File: src/rtl/pwq_pkg.sv
// Package for the priority wait queue: defaults, command and status codes,
// sequencer phases and the control struct driven into the cell chain.
package pwq_pkg;

  localparam int DEPTH_DEF     = 32;
  localparam int PRIO_BITS_DEF = 8;
  localparam int ID_BITS_DEF   = 8;

  localparam int CMD_W    = 2;
  localparam int FIELD_W  = 8;
  localparam int STATUS_W = 3;
  localparam int COUNT_W  = 6;

  typedef enum logic [CMD_W-1:0] {
    CMD_ADD    = 2'd0,
    CMD_REMOVE = 2'd1,
    CMD_CHOOSE = 2'd2,
    CMD_NOP    = 2'd3
  } cmd_t;

  typedef enum logic [STATUS_W-1:0] {
    STAT_OK        = 3'd0,
    STAT_NOT_FOUND = 3'd1,
    STAT_FULL      = 3'd2,
    STAT_EMPTY     = 3'd3,
    STAT_DUP       = 3'd4
  } status_t;

  typedef enum logic [1:0] {
    PH_IDLE,
    PH_EVAL,
    PH_APPLY
  } phase_t;

  typedef struct packed {
    logic eval;
    logic insert;
    logic shift;
  } ctrl_t;

endpackage

File: src/rtl/pwq_cell.sv
// One slot of the sorted chain: holds a waiter, registers its compare flags
// and takes data from the new entry or its left or right neighbour. Depends on pwq_pkg.
module pwq_cell #(
  parameter int DEPTH     = pwq_pkg::DEPTH_DEF,
  parameter int PRIO_BITS = pwq_pkg::PRIO_BITS_DEF,
  parameter int ID_BITS   = pwq_pkg::ID_BITS_DEF,
  parameter int IDX       = 0
) (
  input  logic                       clk,
  input  logic                       rst_n,
  input  pwq_pkg::ctrl_t             ctrl,
  input  logic [$clog2(DEPTH)-1:0]   gap_pos,
  input  logic [ID_BITS-1:0]         new_id,
  input  logic [PRIO_BITS-1:0]       new_prio,
  input  logic                       left_ge,
  input  logic                       left_valid,
  input  logic [ID_BITS-1:0]         left_id,
  input  logic [PRIO_BITS-1:0]       left_prio,
  input  logic                       right_valid,
  input  logic [ID_BITS-1:0]         right_id,
  input  logic [PRIO_BITS-1:0]       right_prio,
  output logic                       valid,
  output logic [ID_BITS-1:0]         id,
  output logic [PRIO_BITS-1:0]       prio,
  output logic                       ge,
  output logic                       match
);

  localparam int GAP_W = $clog2(DEPTH);

  logic                 valid_r, valid_nxt;
  logic [ID_BITS-1:0]   id_r, id_nxt;
  logic [PRIO_BITS-1:0] prio_r, prio_nxt;
  logic                 ge_r, ge_nxt;
  logic                 match_r, match_nxt;

  always_comb begin
    valid_nxt = valid_r;
    id_nxt    = id_r;
    prio_nxt  = prio_r;
    ge_nxt    = ge_r;
    match_nxt = match_r;
    if (ctrl.eval) begin
      ge_nxt    = valid_r && (prio_r >= new_prio);
      match_nxt = valid_r && (id_r == new_id);
    end
    if (ctrl.insert && !ge_r) begin
      if (left_ge) begin
        valid_nxt = 1'b1;
        id_nxt    = new_id;
        prio_nxt  = new_prio;
      end else begin
        valid_nxt = left_valid;
        id_nxt    = left_id;
        prio_nxt  = left_prio;
      end
    end
    if (ctrl.shift && (gap_pos <= GAP_W'(IDX))) begin
      valid_nxt = right_valid;
      id_nxt    = right_id;
      prio_nxt  = right_prio;
    end
  end

  always_ff @(posedge clk) begin
    if (!rst_n) begin
      valid_r <= 1'b0;
      ge_r    <= 1'b0;
      match_r <= 1'b0;
    end else begin
      valid_r <= valid_nxt;
      ge_r    <= ge_nxt;
      match_r <= match_nxt;
    end
  end

  always_ff @(posedge clk) begin
    id_r   <= id_nxt;
    prio_r <= prio_nxt;
  end

  assign valid = valid_r;
  assign id    = id_r;
  assign prio  = prio_r;
  assign ge    = ge_r;
  assign match = match_r;

endmodule

File: src/rtl/priority_wait_queue_fifo_ties.sv
// A transfer is taken only in the idle phase; the eval phase registers the
// compare flags in every cell; the apply phase updates the chain, registers
// the result and returns to idle, held while a stalled result awaits out_ready.
// Reset (rst_n low, synchronous) empties the queue and drops any pending result.
// Depends on pwq_pkg and pwq_cell.
module priority_wait_queue_fifo_ties #(
  parameter int DEPTH     = pwq_pkg::DEPTH_DEF,
  parameter int PRIO_BITS = pwq_pkg::PRIO_BITS_DEF,
  parameter int ID_BITS   = pwq_pkg::ID_BITS_DEF
) (
  input  logic                           clk,
  input  logic                           rst_n,
  input  logic                           in_valid,
  output logic                           in_ready,
  input  logic [pwq_pkg::CMD_W-1:0]      in_cmd,
  input  logic [pwq_pkg::FIELD_W-1:0]    in_waiter_id,
  input  logic [pwq_pkg::FIELD_W-1:0]    in_priority_req,
  output logic                           out_valid,
  input  logic                           out_ready,
  output logic [pwq_pkg::STATUS_W-1:0]   out_status,
  output logic                           out_chosen_valid,
  output logic [pwq_pkg::FIELD_W-1:0]    out_chosen_id,
  output logic [pwq_pkg::FIELD_W-1:0]    out_chosen_priority,
  output logic                           out_top_valid,
  output logic [pwq_pkg::FIELD_W-1:0]    out_top_priority,
  output logic [pwq_pkg::COUNT_W-1:0]    out_entry_count
);

  localparam int GAP_W = $clog2(DEPTH);
  localparam int CNT_W = $clog2(DEPTH + 1);
  localparam int FW    = pwq_pkg::FIELD_W;

  pwq_pkg::phase_t phase_r, phase_nxt;
  pwq_pkg::ctrl_t  ctrl;
  logic            in_fire, out_free, apply_fire;

  pwq_pkg::cmd_t        cmd_r;
  logic [ID_BITS-1:0]   id_r;
  logic [PRIO_BITS-1:0] prio_r;
  logic [CNT_W-1:0]     count_r, count_nxt;

  logic                 cell_valid [DEPTH];
  logic [ID_BITS-1:0]   cell_id    [DEPTH];
  logic [PRIO_BITS-1:0] cell_prio  [DEPTH];
  logic                 cell_ge    [DEPTH];
  logic                 cell_match [DEPTH];

  logic                 lf_ge      [DEPTH];
  logic                 lf_valid   [DEPTH];
  logic [ID_BITS-1:0]   lf_id      [DEPTH];
  logic [PRIO_BITS-1:0] lf_prio    [DEPTH];
  logic                 rt_valid   [DEPTH];
  logic [ID_BITS-1:0]   rt_id      [DEPTH];
  logic [PRIO_BITS-1:0] rt_prio    [DEPTH];

  logic                 any_match;
  logic [GAP_W-1:0]     match_idx;
  logic [GAP_W-1:0]     gap_pos;
  logic                 do_insert, do_shift;
  pwq_pkg::status_t     status;
  logic                 chosen_valid;
  logic                 top0_valid;
  logic [PRIO_BITS-1:0] top0_prio;

  logic                 out_valid_r;
  logic [pwq_pkg::STATUS_W-1:0] status_r;
  logic                 chosen_valid_r;
  logic [FW-1:0]        chosen_id_r, chosen_prio_r;
  logic                 top_valid_r;
  logic [FW-1:0]        top_prio_r;
  logic [pwq_pkg::COUNT_W-1:0] entry_count_r;

  assign in_fire    = in_valid && in_ready;
  assign out_free   = !out_valid_r || out_ready;

  always_comb begin
    phase_nxt = phase_r;
    unique case (phase_r)
      pwq_pkg::PH_IDLE:  if (in_fire) phase_nxt = pwq_pkg::PH_EVAL;
      pwq_pkg::PH_EVAL:  phase_nxt = pwq_pkg::PH_APPLY;
      pwq_pkg::PH_APPLY: if (out_free) phase_nxt = pwq_pkg::PH_IDLE;
      default:           phase_nxt = pwq_pkg::PH_IDLE;
    endcase
  end

  always_comb begin
    in_ready   = 1'b0;
    ctrl       = '0;
    apply_fire = 1'b0;
    unique case (phase_r)
      pwq_pkg::PH_IDLE:  in_ready = 1'b1;
      pwq_pkg::PH_EVAL:  ctrl.eval = 1'b1;
      pwq_pkg::PH_APPLY: apply_fire = out_free;
      default:           in_ready = 1'b0;
    endcase
    ctrl.insert = apply_fire && do_insert;
    ctrl.shift  = apply_fire && do_shift;
  end

  always_ff @(posedge clk) begin
    if (!rst_n) begin
      phase_r <= pwq_pkg::PH_IDLE;
      count_r <= '0;
    end else begin
      phase_r <= phase_nxt;
      if (apply_fire) count_r <= count_nxt;
    end
  end

  always_ff @(posedge clk) begin
    if (in_fire) begin
      cmd_r  <= pwq_pkg::cmd_t'(in_cmd);
      id_r   <= ID_BITS'(in_waiter_id);
      prio_r <= PRIO_BITS'(in_priority_req);
    end
  end

  // neighbour wiring; cell 0 sees an always-staying entry on its left
  for (genvar i = 0; i < DEPTH; i++) begin : g_link
    if (i == 0) begin : g_first
      assign lf_ge[i]    = 1'b1;
      assign lf_valid[i] = 1'b0;
      assign lf_id[i]    = '0;
      assign lf_prio[i]  = '0;
    end else begin : g_mid
      assign lf_ge[i]    = cell_ge[i-1];
      assign lf_valid[i] = cell_valid[i-1];
      assign lf_id[i]    = cell_id[i-1];
      assign lf_prio[i]  = cell_prio[i-1];
    end
    if (i == DEPTH - 1) begin : g_last
      assign rt_valid[i] = 1'b0;
      assign rt_id[i]    = '0;
      assign rt_prio[i]  = '0;
    end else begin : g_inner
      assign rt_valid[i] = cell_valid[i+1];
      assign rt_id[i]    = cell_id[i+1];
      assign rt_prio[i]  = cell_prio[i+1];
    end

    pwq_cell #(
      .DEPTH     (DEPTH),
      .PRIO_BITS (PRIO_BITS),
      .ID_BITS   (ID_BITS),
      .IDX       (i)
    ) u_cell (
      .clk         (clk),
      .rst_n       (rst_n),
      .ctrl        (ctrl),
      .gap_pos     (gap_pos),
      .new_id      (id_r),
      .new_prio    (prio_r),
      .left_ge     (lf_ge[i]),
      .left_valid  (lf_valid[i]),
      .left_id     (lf_id[i]),
      .left_prio   (lf_prio[i]),
      .right_valid (rt_valid[i]),
      .right_id    (rt_id[i]),
      .right_prio  (rt_prio[i]),
      .valid       (cell_valid[i]),
      .id          (cell_id[i]),
      .prio        (cell_prio[i]),
      .ge          (cell_ge[i]),
      .match       (cell_match[i])
    );
  end

  always_comb begin
    any_match = 1'b0;
    match_idx = '0;
    for (int i = 0; i < DEPTH; i++) begin
      any_match = any_match | cell_match[i];
      if (cell_match[i]) match_idx = match_idx | GAP_W'(i);
    end
  end

  always_comb begin
    status       = pwq_pkg::STAT_OK;
    do_insert    = 1'b0;
    do_shift     = 1'b0;
    gap_pos      = '0;
    chosen_valid = 1'b0;
    count_nxt    = count_r;
    unique case (cmd_r)
      pwq_pkg::CMD_ADD: begin
        if (any_match) begin
          status = pwq_pkg::STAT_DUP;
        end else if (count_r == CNT_W'(DEPTH)) begin
          status = pwq_pkg::STAT_FULL;
        end else begin
          do_insert = 1'b1;
          count_nxt = count_r + CNT_W'(1);
        end
      end
      pwq_pkg::CMD_REMOVE: begin
        if (!any_match) begin
          status = pwq_pkg::STAT_NOT_FOUND;
        end else begin
          do_shift  = 1'b1;
          gap_pos   = match_idx;
          count_nxt = count_r - CNT_W'(1);
        end
      end
      pwq_pkg::CMD_CHOOSE: begin
        if (count_r == '0) begin
          status = pwq_pkg::STAT_EMPTY;
        end else begin
          do_shift     = 1'b1;
          chosen_valid = 1'b1;
          count_nxt    = count_r - CNT_W'(1);
        end
      end
      pwq_pkg::CMD_NOP: status = pwq_pkg::STAT_OK;
      default:          status = pwq_pkg::STAT_OK;
    endcase
  end

  // head slot after this step
  always_comb begin
    top0_valid = cell_valid[0];
    top0_prio  = cell_prio[0];
    if (do_insert && !cell_ge[0]) begin
      top0_valid = 1'b1;
      top0_prio  = prio_r;
    end
    if (do_shift && gap_pos == '0) begin
      top0_valid = rt_valid[0];
      top0_prio  = rt_prio[0];
    end
  end

  always_ff @(posedge clk) begin
    if (!rst_n) begin
      out_valid_r <= 1'b0;
    end else if (apply_fire) begin
      out_valid_r <= 1'b1;
    end else if (out_ready) begin
      out_valid_r <= 1'b0;
    end
  end

  always_ff @(posedge clk) begin
    if (apply_fire) begin
      status_r       <= status;
      chosen_valid_r <= chosen_valid;
      chosen_id_r    <= chosen_valid ? FW'(cell_id[0]) : '0;
      chosen_prio_r  <= chosen_valid ? FW'(cell_prio[0]) : '0;
      top_valid_r    <= top0_valid;
      top_prio_r     <= top0_valid ? FW'(top0_prio) : '0;
      entry_count_r  <= pwq_pkg::COUNT_W'(count_nxt);
    end
  end

  assign out_valid           = out_valid_r;
  assign out_status          = status_r;
  assign out_chosen_valid    = chosen_valid_r;
  assign out_chosen_id       = chosen_id_r;
  assign out_chosen_priority = chosen_prio_r;
  assign out_top_valid       = top_valid_r;
  assign out_top_priority    = top_prio_r;
  assign out_entry_count     = entry_count_r;

endmodule

File: config.mk
export PLATFORM = sky130hd
export DESIGN_NAME = priority_wait_queue_fifo_ties
export DESIGN_NICKNAME = d
export VERILOG_FILES = /design/src/rtl/pwq_pkg.sv /design/src/rtl/pwq_cell.sv /design/src/rtl/priority_wait_queue_fifo_ties.sv
export SDC_FILE = /design/constraint.sdc
export NUM_CORES = 2
export LEC_CHECK = 0
export BUFFER_PORTS_ARGS = -buffer_cell sky130_fd_sc_hd__clkbuf_2
export CAP_MARGIN = 20
export CORE_AREA = 2 2 307 309
export CTS_CLUSTER_SIZE = 8
export DETAILED_ROUTE_END_ITERATION = 7
export DIE_AREA = 0 0 309 311
export PLACE_DENSITY_LB_ADDON = 0.1
export REMOVE_ABC_BUFFERS = 1
export SLEW_MARGIN = 20
export SYNTH_ARGS = -nofsm -noshare
export SYNTH_HDL_FRONTEND = slang
export SYNTH_SLANG_ARGS = --single-unit
File: constraint.sdc
create_clock -name clk -period 6.7 [get_ports clk]
set_clock_uncertainty 0.2 [all_clocks]
set_input_delay 0.67 -clock clk [delete_from_list [all_inputs] [get_ports clk]]
set_output_delay 0.67 -clock clk [all_outputs]
set_load 0.05 [all_outputs]
After elaboration in Yosys (flattened, before gate mapping). Index checks and enable logic that the tools add are counted.

Bits in registers: 670. Input port bits: 22. Output and inout bits: 37. Logic and storage cells: 977.

$add $sub $neg: 2. Magnitude comparators: 64. Equal/unequal tests: 42. Multiplexer cells: 460. Bitwise logic cells: 32. Reduce and logical (&&, ||, !) cells: 204.

Operators with widths (count): $mux 8 (252); $eq 8x8->1 (32); $ge 8x8->1 (32); $mux 1 (148); $logic_and 1x1->1 (133); $mux 5 (19); $le 5x5->1 const B (16); $mux 6 (11); $reduce_bool 2->1 (31); $le 5x4->1 const B (8); $logic_not 1->1 (33); $mux 4 (8); $or 1x1->1 (31); $mux 3 (10); $le 5x3->1 const B (4); $pmux 6 s3 (1); $mux 2 (8); $pmux 3 s4 (1); $le 5x1->1 const B (2); $le 5x2->1 const B (2); $add 6x1->6 const B (1); $eq 2x2->1 const B (3); $eq 6x6->1 const B (1); $logic_not 6->1 (1); other kinds (13) (16).

Depth between registers and ports, before layout.
Depth in word-level cells: 41. Depth in mapped cells: 12. Mapped depth without buffers: 9.

Hierarchy. Synthesis repeated with hierarchy kept, for this count alone.

Cell total of the unflattened synthesis: 4210. Area total of the unflattened synthesis: 43471.7 um2.

Modules (own cells, without submodules): pwq_cell at g_link[30].u_cell ... (instances 3, cells an instance 125, area each 1255.0 um2, sequential area each 540.5 um2); priority_wait_queue_fifo_ties (instances 1, cells an instance 276, area each 3178.0 um2, sequential area each 1771.7 um2); pwq_cell at g_link[21].u_cell ... (instances 2, cells an instance 124, area each 1249.9 um2, sequential area each 540.5 um2); pwq_cell at g_link[18].u_cell ... (instances 2, cells an instance 122, area each 1247.4 um2, sequential area each 540.5 um2); pwq_cell at g_link[19].u_cell ... (instances 2, cells an instance 122, area each 1227.4 um2, sequential area each 540.5 um2); pwq_cell at g_link[17].u_cell (instances 1, cells an instance 122, area each 1366.3 um2, sequential area each 540.5 um2); pwq_cell at g_link[16].u_cell (instances 1, cells an instance 122, area each 1365.1 um2, sequential area each 540.5 um2); pwq_cell at g_link[20].u_cell (instances 1, cells an instance 125, area each 1337.5 um2, sequential area each 540.5 um2); pwq_cell at g_link[24].u_cell (instances 1, cells an instance 122, area each 1287.5 um2, sequential area each 540.5 um2); pwq_cell at g_link[2].u_cell (instances 1, cells an instance 122, area each 1272.5 um2, sequential area each 540.5 um2); pwq_cell at g_link[11].u_cell (instances 1, cells an instance 122, area each 1271.2 um2, sequential area each 540.5 um2); pwq_cell at g_link[8].u_cell (instances 1, cells an instance 124, area each 1266.2 um2, sequential area each 540.5 um2); pwq_cell at g_link[10].u_cell (instances 1, cells an instance 123, area each 1262.5 um2, sequential area each 540.5 um2); pwq_cell at g_link[1].u_cell (instances 1, cells an instance 123, area each 1260.0 um2, sequential area each 540.5 um2); 14 more rows.

Worst setup path before layout. OpenSTA, ideal clock, no wires.

Kind: input -> register. From: input port out_ready. To: register g_link[12].u_cell.id_r[0] (enable). Library setup time: 0.466 ns. Arrival time: 3.838 ns. Data required time: 6.034 ns. Slack: 2.196 ns. Stages on the path: 10. Path buffers: 3. Cell sequence: nand2b_1 > nand2b_1 > clkinv_1 > and2_1 > clkbuf_1 > nand3_1 > buf_2 > o21bai_1 > buf_2 > o21ai_0.

Longest elaborated chain between the ends: 5. Elaborated cells between the ends (all ways): 7. Classes of those cells: 1 x mux; 6 x reduce/logical.

Ends and longest elaborated chain: start: declaration (line priority_wait_queue_fifo_ties.sv:19) `input logic out_ready,`; $logic_or 1x1->1 * (line priority_wait_queue_fifo_ties.sv:74) `assign out_free = !out_valid_r || out_ready;`; $mux 1 * (line priority_wait_queue_fifo_ties.sv:90) `unique case (phase_r)`; via apply_fire (line priority_wait_queue_fifo_ties.sv:35) `logic in_fire, out_free, apply_fire;`; $logic_and 1x1->1, on equally long branches (line priority_wait_queue_fifo_ties.sv:97, priority_wait_queue_fifo_ties.sv:96); $logic_and 1x1->1, on equally long branches (line pwq_cell.sv:58, pwq_cell.sv:47); $reduce_bool 2->1 (no source line) *; end signal: assignment (line pwq_cell.sv:78) `id_r <= id_nxt;`; end: declaration (line pwq_cell.sv:32) `logic [ID_BITS-1:0] id_r, id_nxt;`.

Mark *: on every way through the listed nets, which the timed path passes. The rest lies on a longest branch. A chain may end at the register's enable or synchronous reset.

Worst setup path after layout.
From: register g_link[11].u_cell.match_r. To: register g_link[1].u_cell.id_r[2] (enable).

Longest elaborated chain between the ends: 27. Elaborated cells between the ends (all ways): 57. Classes of those cells: 1 x order compare; 30 x mux; 21 x bitwise; 5 x reduce/logical.

Ends and longest elaborated chain: start: declaration (line pwq_cell.sv:35) `logic match_r, match_nxt;`; start signal: assignment (line pwq_cell.sv:73) `match_r <= match_nxt;`; $mux 4 / $or 1x1->1 (equally long branches) (5 in series) (line priority_wait_queue_fifo_ties.sv:173, priority_wait_queue_fifo_ties.sv:172); $mux 5 / $or 1x1->1 (equally long branches) (16 in series) (line priority_wait_queue_fifo_ties.sv:173, priority_wait_queue_fifo_ties.sv:172); $mux 5 (tied with other cells) (line priority_wait_queue_fifo_ties.sv:196) `if (!any_match) begin`; $mux 5 / $mux 1 (equally long branches) (line priority_wait_queue_fifo_ties.sv:184) `unique case (cmd_r)`; $mux 5 (tied with other cells) (line priority_wait_queue_fifo_ties.sv:184); $le 5x1->1 (tied with other cells) (line pwq_cell.sv:58) `if (ctrl.shift && (gap_pos <= GAP_W'(IDX))) begin`; $logic_and 1x1->1, on equally long branches (line pwq_cell.sv:58, pwq_cell.sv:47); $reduce_bool 2->1 (no source line) *; end signal: assignment (line pwq_cell.sv:78); end: declaration (line pwq_cell.sv:32).

Every way passes the cells marked *; elsewhere a longest branch is shown, timed or not. The select of a mux whose other input is x is not followed.

==> run metrics <==
status=finished clean; post-synth top area share=0.396; Post-Synth Adder-Cell Area=0.0791; final setup TNS=0 ns; Mapped Avg Cell Area=between 10 and 15 um^2; Max IR drop VDD=208 uV; post-synth cell types=70; critical path class=flop to flop; WL/cell=22.8 um; final setup vio count=0; vias in the first global route=roughly 30000; fmax=approximately 220 MHz; Num CTS Buffers=between 90 and 100; Crit. End Element=flop; Die Span X=a little over 300 um; final WL=~120000 um; CTS Hold Bufs=16; sequence of cells on the critical path=nor4_2 > nand4_1 > nor4_1 > a31o_2 > buf_4 > nand2_1 > o21ai_1 > buf_4; synth cell count leaders=549 x edfxtp_1, 442 x mux2i_1, 402 x o21ai_0; Clock Tree Buf Depth=3; Via density=5.71; Worst-path clk slew=around 0.050 ns; Mapped Cells=roughly 4000; Least-Margin Pin Slew=between 1 and 1.5 ns; via count=slightly above 30000; Post-Synth XOR/XNOR Area=0.0539; Pwr per Cell Area=216 nW/um^2; Die Ht=between 300 and 400 um; Leak=about 0.015 uW; most used cell, CP=buf_4; filler instances=8651; Post-Place Cell Area=43100 um^2; total global routing overflow=0; Simple-Gate Fraction of Synth Area=0.112; largest family of logic cells by synthesized area=multiplexers; relative slew slack=0.217; Req. time, crit path=6.85 ns; Final Hold Slack=between 0.07 and 0.08 ns; Seq/Total Area, Yosys=0.455; worst skew pair latency=between 0.6 and 0.7 ns; critical-path cell with the highest stage delay=nand2_1; Buffers on Ports=just under 60; CTS sink cnt=between 600 and 700; cell area after layout=roughly 46000 um^2; Worst Hold Class=primary input to flop; Core Region=approximately 93000 um^2; Antenna Cells=0; Final Hold Fails=0; Root Driver=clkbuf_16; first-pass GRT wire length=186000 um; boundary pin count=just under 60; Final Cycle Share=0.668; Initial Utilization=0.448; count leader, synth=edfxtp_1; Iter 0 DRT Violations=approximately 2400; Area contributors post-synth=edfxtp_1 40%, mux2i_1 11%, ha_1 7.9%; number of synthesized register bits=between 600 and 700; CP peak stage delay=just under 0.7 ns; post-DP HPWL=~84000 um; overall fraction of global-route tracks in use=0.249; max-cap viol count=0; PostCTS Resize Cnt=0; mapped cell area=~42000 um^2; area grow syn2layout=10.8%; EDFF count, synth=549; RSZ-0062 raised after global routing=false; cell taking the most area after synthesis=edfxtp_1; DR pass1 iterations=5; # rows=around 110; min Tclk post-route=between 4 and 5 ns; full die area=between 90000 and 100000 um^2; Routed Antenna Nets=0; critical path arrival=around 4.6 ns; Syn. warnings=0; CP max FO=a little over 70; ys flop type=edfxtp_1; Startpoint Class=flop; largest net degree at the start of global routing=73; initial antenna violation count=1; DRC Markers=0; Final #Nets=around 4200; compound-gate portion of the synthesized area=0.117; Slew Viols, Final=0; asr flop ratio synth=0; CTS tree=yes; share of cells above drive strength 1=0.122; mux cell area share after synthesis=0.151; H-tree depth=3; routability cong.=0.910; Setup Buffers After CTS=0
layer usage:
layer  wire [um]  global-route usage  vias to the layer above
li1            -                   -                    14600
met1       58100               0.366                    14600
met2       53800               0.388                      803
met3        5660              0.0311                      168
met4        2580              0.0587                        0
met5           0                   0                        -
power by group:
part | switching, uW | leakage (uW) | total [uW] | internal, uW
Combinational | 482 | 0.00807 | 750 | 269
Sequential | 72.0 | 0.00596 | 4620 | 4550
Clock | 1870 | 0.00131 | 4560 | 2690
Total | 2420 | 0.0153 | 9940 | 7520
through the flow:
step | utilization | power (uW) | setup slack, ns | cells
after floorplan | - | 5170 | 1.00 | 3680
after global placement | 0.465 | 5430 | 2.42 | 5086
after detailed placement | 0.465 | 5450 | 2.28 | 5086
after CTS | 0.496 | 10000 | 2.27 | 5276
after global routing | 0.497 | 10300 | 1.98 | 5276
final | 0.497 | 9940 | 2.23 | 5276
logic make-up (layout without fill, tap and decap cells):
kind of cell	count (synthesis)	in the layout
flops	670	670
simple gates	986	986
mux	608	608
buf+inv	341	396
fa+ha+maj	263	263
compound gates	843	843
xor+xnor	256	256
registers in the layout, summed over array words and instances, names as in the netlist, 2 cells and up:
| signal | cells |
|---|---|
| g_link.u_cell.ge | 32 |
| g_link.u_cell.match | 32 |
| out_chosen_id | 8 |
| g_link.u_cell.valid | 32 |
| prio_r | 8 |
| phase_r | 2 |
| count_r | 6 |
| out_entry_count | 6 |
| out_chosen_priority | 8 |
| out_status | 3 |
| cmd_r | 2 |
| out_top_priority | 8 |
| id_r | 8 |
| g_link.u_cell.id | 256 |
| g_link.u_cell.prio | 256 |
worst max-delay path: cells and delay by family, from the launching register on:
kind	cells	cell delay (ns)
buffers and inverters	2	0.85
AND/OR/NAND/NOR	4	2.19
flip-flops	1	0.33
AO/OA/AOI/OAI	2	0.55
layout by cell type (no fill, tap or decap), types with 11 or more instances in the layout:
cell type and count:
xor2_1 105, clkbuf_2 58, inv_1 47, a211oi_1 18, buf_4 94, or2_2 11, mux2_2 164, edfxtp_1 549
nand4_1 55, or4_1 24, nand3_1 66, ha_1 263, and2_1 24, o31a_1 32, nor3_1 86, nand2_1 377
nor4_1 44, a31oi_1 36, o21ai_0 381, nand2b_1 36, nor2b_1 34, a21oi_1 199, dfxtp_1 112, o21ai_1 19
clkbuf_16 96, nor2_1 195, clkbuf_1 71, xnor2_1 151, dlygate4sd3_1 16, o211ai_1 26, mux2i_1 442, a21o_1 71
area by class of cell:
type / instances / area, um^2 / area share
flip-flops and latches: 670 / 18900 / 0.411
inverters: 54 / 203 / 0.00440
multi-input cells: 2956 / 21400 / 0.466
repair buffers: 168 / 1160 / 0.0251
clock buffers: 168 / 2680 / 0.0582
well taps: 1254 / 1570 / 0.0341
clock inverters: 6 / 92.6 / 0.00201
worst paths after layout:
| check | start | end | slack [ns] | cells past startpoint |
|---|---|---|---|---|
| setup / recovery | g_link[11].u_cell.match | g_link[1].u_cell.id[2] | 2.23 | 8 |
| hold / removal | in_cmd[1] | cmd_r[1] | 0.07 | 1 |
| hold reg to reg | g_link[16].u_cell.match | g_link[16].u_cell.match | 0.26 | 2 |
| setup reg to reg | g_link[11].u_cell.match | g_link[1].u_cell.id[2] | 2.23 | 8 |
No activity file was read; power rests on OpenSTA's default activity.
